==> config.mk <==
export PLATFORM = sky130hd
export DESIGN_NAME = gtz_front
export DESIGN_NICKNAME = d
export VERILOG_FILES = /design/src/sv/gtz_pkg.sv /design/src/sv/gtz_front.sv
export SDC_FILE = /design/constraint.sdc
export NUM_CORES = 1
export LEC_CHECK = 0
export ABC_AREA = 1
export ABC_CLOCK_PERIOD_IN_PS = 6300
export BUFFER_PORTS_ARGS = -buffer_cell sky130_fd_sc_hd__buf_2
export CORE_ASPECT_RATIO = 0.8
export CORE_MARGIN = 2
export CORE_UTILIZATION = 56
export DETAILED_ROUTE_END_ITERATION = 6
export GPL_TIMING_DRIVEN = 0
export PLACE_DENSITY = 0.84
export RECOVER_POWER = 25
export SLEW_MARGIN = 20
export SYNTH_ARGS = -nofsm -noshare
export SYNTH_HDL_FRONTEND = slang
export SYNTH_SLANG_ARGS = --single-unit
==> constraint.sdc <==
create_clock -name aclk -period 6.3 [get_ports aclk]
set_clock_uncertainty 0.2 [all_clocks]
set_input_delay 0 -clock aclk [delete_from_list [all_inputs] [get_ports aclk]]
set_output_delay 0 -clock aclk [all_outputs]
set_load 0.02 [all_outputs]
==> src/sv/gtz_pkg.sv <==
`timescale 1ns / 1ps
// ----------------------------------------------------------------------------
// gtz_pkg
// Shared types and constants of the three-tone Goertzel detector.
// ----------------------------------------------------------------------------
package gtz_pkg;

    localparam int WINDOW_DEPTH_DEF    = 512;
    localparam int COEFF_FRAC_BITS_DEF = 14;

    localparam int WIN_FRAC_BITS = 15;
    localparam int CFG_IDX_W     = 3;
    localparam int CFG_DATA_W    = 48;

    // Divider operand widths: |re| needs 49 bits, scale*span needs 27+17 bits
    localparam int DIV_NUM_W = 49;
    localparam int DIV_DEN_W = 44;
    localparam int DIV_CNT_W = 6;

    // Configuration register indexes
    localparam logic [CFG_IDX_W-1:0] CFG_TONE_ONE    = 3'd0;
    localparam logic [CFG_IDX_W-1:0] CFG_TONE_TWO    = 3'd1;
    localparam logic [CFG_IDX_W-1:0] CFG_TONE_THREE  = 3'd2;
    localparam logic [CFG_IDX_W-1:0] CFG_WINDOW_CORR = 3'd3;
    localparam logic [CFG_IDX_W-1:0] CFG_BLOCK_LEN   = 3'd4;
    localparam logic [CFG_IDX_W-1:0] CFG_CHUNK_LEN   = 3'd5;

    typedef enum logic [1:0] {
        KIND_SAMPLE,
        KIND_WIN_WRITE,
        KIND_DROP
    } gtz_kind_e;

    typedef struct packed {
        gtz_kind_e          kind;
        logic signed [15:0] sample;
        logic [8:0]         index;
        logic signed [15:0] value;
    } gtz_item_t;

    typedef enum logic [3:0] {
        ST_IDLE,
        ST_MULX,
        ST_ACC,
        ST_FDIV,
        ST_FC,
        ST_FS,
        ST_FI,
        ST_DRE,
        ST_DIM,
        ST_SQ,
        ST_SUM,
        ST_OUT
    } gtz_state_e;

endpackage

==> src/sv/gtz_front.sv <==
`timescale 1ns / 1ps
// ----------------------------------------------------------------------------
// gtz_front
// Accepts input items, classifies them and holds them in a two-entry queue.
// ----------------------------------------------------------------------------
module gtz_front #(
    parameter int WINDOW_DEPTH = gtz_pkg::WINDOW_DEPTH_DEF
) (
    input  logic               aclk,
    input  logic               aresetn,
    input  logic               s_valid,
    output logic               s_ready,
    input  logic               s_command,
    input  logic signed [15:0] s_sample,
    input  logic [8:0]         s_window_index,
    input  logic signed [15:0] s_window_value,
    output logic               item_valid,
    output gtz_pkg::gtz_item_t item,
    input  logic               item_pop
);

    gtz_pkg::gtz_item_t q_mem [2];
    logic [1:0]         count_reg, count_next;
    logic               wr_ptr_reg, rd_ptr_reg;
    logic               push;
    gtz_pkg::gtz_item_t new_item;

    always_comb begin
        new_item.sample = s_sample;
        new_item.index  = s_window_index;
        new_item.value  = s_window_value;
        if (!s_command) begin
            new_item.kind = gtz_pkg::KIND_SAMPLE;
        end else if (32'(s_window_index) < WINDOW_DEPTH) begin
            new_item.kind = gtz_pkg::KIND_WIN_WRITE;
        end else begin
            new_item.kind = gtz_pkg::KIND_DROP;
        end
    end

    assign s_ready    = (count_reg != 2'd2);
    assign push       = s_valid && s_ready;
    assign item_valid = (count_reg != 2'd0);
    assign item       = q_mem[rd_ptr_reg];

    always_comb begin
        count_next = count_reg;
        if (push && !item_pop) begin
            count_next = count_reg + 2'd1;
        end else if (!push && item_pop) begin
            count_next = count_reg - 2'd1;
        end
    end

    always_ff @(posedge aclk) begin
        if (push) begin
            q_mem[wr_ptr_reg] <= new_item;
        end
    end

    always_ff @(posedge aclk) begin
        if (!aresetn) begin
            count_reg  <= 2'd0;
            wr_ptr_reg <= 1'b0;
            rd_ptr_reg <= 1'b0;
        end else begin
            count_reg <= count_next;
            if (push) begin
                wr_ptr_reg <= ~wr_ptr_reg;
            end
            if (item_pop) begin
                rd_ptr_reg <= ~rd_ptr_reg;
            end
        end
    end

endmodule

### Yosys cells after proc, flatten, opt, wreduce, memory -nomap -nowiden

Memories as Yosys holds them, arrays and structs flattened. A register that Yosys moved wholly into a read port is not among the register bits.
Cells that the tools add are included.

* add/subtract/negate cells: 2
* multiply operators: 0
* div/mod/pow operators: 0
* order comparisons: 0
* equal/unequal tests: 1
* shift-type cells: 0
* mux-type cells: 7
* bitwise operators: 2
* reductions and logical operators: 7

Operators with widths (number)
* $mux 1: 5
* $mux 2: 2
* $reduce_bool 2->1: 2
* $logic_and 1x1->1: 3
* $add 2x1->2 const B: 1
* $logic_not 1->1: 2
* $ne 2x2->1 const B: 1
* $not 1->1: 2
* $sub 2x1->2 const B: 1

* register bits after elaboration: 4
* latch bits: 0
* memory bits (writable): 84
* ROM bits: 0
* bits of input ports: 46
* output and inout port bits: 45
* word-level logic and storage cells: 23
* memories kept: 1

Memory list
* q_mem: depth 2, bits a word 42, read ports 1, clocked after Yosys merged registers in 1, write ports 1, line gtz_front.sv:22 `gtz_pkg::gtz_item_t q_mem [2];`

### Logic depth before layout (Yosys ltp)

* depth after elaboration: 6
* gate-level depth with buffers: 11
* depth with buffers taken out: 11

### Worst setup path after synthesis

OpenSTA, ideal clock, no wires.

* path kind: reg2reg
* start: register count_reg[0]
* end: memory q_mem[0][0] in the netlist's numbering, enable pin
* setup time: 0.441 ns
* arrival: 2.468 ns
* required time: 5.659 ns
* setup slack: 3.191 ns
* cell stages (with the launch flop): 5
* path buffers: 0
* clock period less this slack: 3.109 ns
* cells stage by stage: dfxtp_1 > inv_1 > nand2_1 > nand2_1 > nor2_1

* word-level cells in the longest chain between the ends: 4

Ends and longest elaborated chain
* start, declared: line gtz_front.sv:23 `logic [1:0] count_reg, count_next;`
* start signal, assigned: line gtz_front.sv:67 `count_reg <= count_next;`
* $ne 2x2->1: line gtz_front.sv:41 `assign s_ready = (count_reg != 2'd2);`
* via s_ready: line gtz_front.sv:12 `output logic s_ready,`
* $logic_and 1x1->1: line gtz_front.sv:42 `assign push = s_valid && s_ready;`
* $mux 1: line gtz_front.sv:56 `if (push) begin`
* $mux 1 (not written as such): line gtz_front.sv:57 `q_mem[wr_ptr_reg] <= new_item;`
* end, declared: line gtz_front.sv:22

The timed path passes the listed nets, and every way through them passes these cells.

### Worst setup path in the final report

* start: register count_reg[0]
* end: memory q_mem[0][34] in the netlist's numbering, enable pin

* word-level cells in the longest chain between the ends: 4

Ends and longest elaborated chain (line)
* $ne 2x2->1: gtz_front.sv:41
* $logic_and 1x1->1: gtz_front.sv:42
* $mux 1: gtz_front.sv:56
* $mux 1 (not written as such): gtz_front.sv:57

Every way passes these cells.

==> out/results.txt <==
Status: finished clean
Seq/Total Area, Yosys: 75.34%
Top delay family on crit path: simple AND/OR/NAND/NOR gates
Clk Latency, worst-skew pair: 350 ps
Highest Clock Rate: 0.4888 GHz
DR WL/cell: 15.30 um
Chip width: 92.15 um
Fin Setup TNS: 0 ps
First-pass DRT Iterations: 5
Die area: 6866 um^2
Critical Path RT: 6160 ps
Synth Cell Area: 3481 um^2
Share of cells above drive strength 1: 41.43%
R2r startpoint: count_reg[0]$_SDFFE_PN0P_
Cts hold-fix bufs: 45
Period minus WS final: 2046 ps
Syn avg cell area: 20.60 um^2
Seq cells post-synth: 89
Area contributors post-synth: edfxtp_1 72%, mux2_4 17%, dfxtp_1 2.9%
Area occupied by multi-input gates: 744.5 um^2
Class of the worst hold path: in -> reg
Port Buffers: 89
Register area: 2623 um^2
VDD IR-drop max: 0.2079 mV
Final Hold Vio Count: 0
H-tree depth: 3
CTS tree: done
Setup crit start: count_reg[0]$_SDFFE_PN0P_
Synth cell types: 16
Critical Path Max Stage Delay: 590 ps
Post-synth ARST share: 0%
Vias in the first global route: 1898
RSZ-0062 raised after global routing: false
Initial antenna violation count: 0
Crit. path cell count: 5
Fin worst setup slack: 4254 ps
Clk root buf: clkbuf_8
Vias per cell: 4.803
CTS max path bufs: 2
Gr ovfl total: 0
Core Area: 5943 um^2
Final setup vio count: 0
Num rows: 25
Ys flop type: edfxtp_1
Crit-path most repeated cell: nand2_1
Worst-margin pin slew: 692.8 ps
# IOs: 91
Arrival time worst endpoint: 1900 ps
Post-CTS Setup Bufs: 0
Num CTS Buffers: 9
Hold EP: q_mem[0][5]$_DFFE_PP_
Yosys top cell by area: edfxtp_1
Hold path startpoint: s_window_value[5]
Largest register FFs: 84
FILL cells: 354
Pins Over Slew Limit: 0
Reg2reg end: q_mem[0][34]$_DFFE_PP_
# clock sinks: 89
Initial drt markers: 101
FF-to-FF setup slack: 4250 ps
Worst slew margin: 53.71%
Crit path max fanout: 22
N_diodes: 0
Most frequent cells in the layout: 84 x edfxtp_1, 68 x buf_2, 45 x dlygate4sd3_1
Pwr/cell area: 282.3 nW/um^2
Hold depth: 2
Slowest stage cell, crit path: nor2_4
Initial core utilization: 58.57%
Crit path capture type: flip-flop
Resize count post-CTS: 0
Worst Path Class, Setup: reg -> reg
CP startpoint kind: flip-flop
Largest net degree at the start of global routing: 23
Max-cap violation count: 0
Gpl congestion: 0.6968
Dpl ws: 4307 ps
Die Ht: 74.52 um
Reg2reg path depth: 5
CP bufs+invs: 2
Final worst-path cycle share: 32.48%
Yosys top cell area share: 72.47%
GRT Total Usage: 18.73%
DRT Wirelength: 6149 um
Commonest non-fill, non-tap cell in the layout: edfxtp_1
Crit-path cells: inv_1 > nand2_1 > nand2_1 > nor2_4 > buf_16
Cells after Synth: 169
Area grow syn2layout: 35.30%
Leak: 1.862 nW
Post-Syn Nets: 216
Layout Nets: 363
DP Wirelength: 3687 um
Number of vias in the routed layout: 1931
EDFF count, synth: 84
First-pass GRT wire length: 9315 um
DRC viols: 0
Syn. warnings: 0
Antenna viol nets, final: 0
Clock slew at reported path FFs: 80 ps
-- cell usage after synthesis, types with 2 or more instances --
cell	number
edfxtp_1	84
mux2_2	2
nand2_1	9
buf_12	4
dfxtp_1	5
o21ai_0	2
nor2_1	8
mux2_4	40
inv_1	8
-- metal layers --
layer | vias up | track usage [%] | routed length [um]
li1 | 925 | - | -
met1 | 928 | 23.38 | 2557
met2 | 71 | 31.94 | 3211
met3 | 7 | 5.674 | 323
met4 | 0 | 6.633 | 57
met5 | - | 0 | 0
-- through the flow --
step	hold slack, ps	instance area [um^2]	util (%)	std cells	power (mW)
after floorplan	-101.1	3481	-	169	0.8773
after global placement	-12.07	4028	67.77	339	0.9396
after detailed placement	-8.690	4098	68.95	341	0.9541
after CTS	158.9	4736	79.68	402	1.335
after global routing	168.5	4710	79.24	402	1.384
final	180.2	4710	79.24	402	1.329
-- worst register-to-register path: stages (launching register included) --
cell and delay [ps]:
dfxtp_1 350, inv_1 100, nand2_1 80, nand2_1 170, nor2_4 590, buf_16 250
-- how the worst max path moves through the flow --
stage	end
global route	q_mem[0][26]$_DFFE_PP_
CTS	q_mem[1][24]$_DFFE_PP_
global placement	q_mem[1][26]$_DFFE_PP_
detailed placement	q_mem[1][26]$_DFFE_PP_
finish	q_mem[0][34]$_DFFE_PP_
floorplan	q_mem[0][0]$_DFFE_PP_
-- kinds of logic (layout without fill, tap and decap cells) --
group / Yosys count / after routing / synth area share [%]
compound gates: 3 / 3 / 0.4312
fa+ha+maj: 1 / 1 / 0.3594
buf+inv: 14 / 166 / 3.703
flops: 89 / 89 / 75.34
mux: 42 / 42 / 17.90
other cells: 1 / 1 / 0.1077
simple gates: 19 / 19 / 2.157
-- where the power goes --
| group | internal [mW] | switching [mW] |
|---|---|---|
| clock network | 0.182 | 0.185 |
| logic | 0.118 | 0.128 |
| registers | 0.703 | 0.0143 |
-- area by class of cell --
cell class,instances,area share (%)
Buffer,6,2.099
Clock buffer,11,2.790
Clock inverter,5,1.196
Inverter,8,0.6376
Multi-Input combinational cell,66,15.81
Sequential cell,89,55.69
Tap cell,81,2.152
Timing Repair Buffer,136,19.63
No activity file was read; power rests on OpenSTA's default activity.
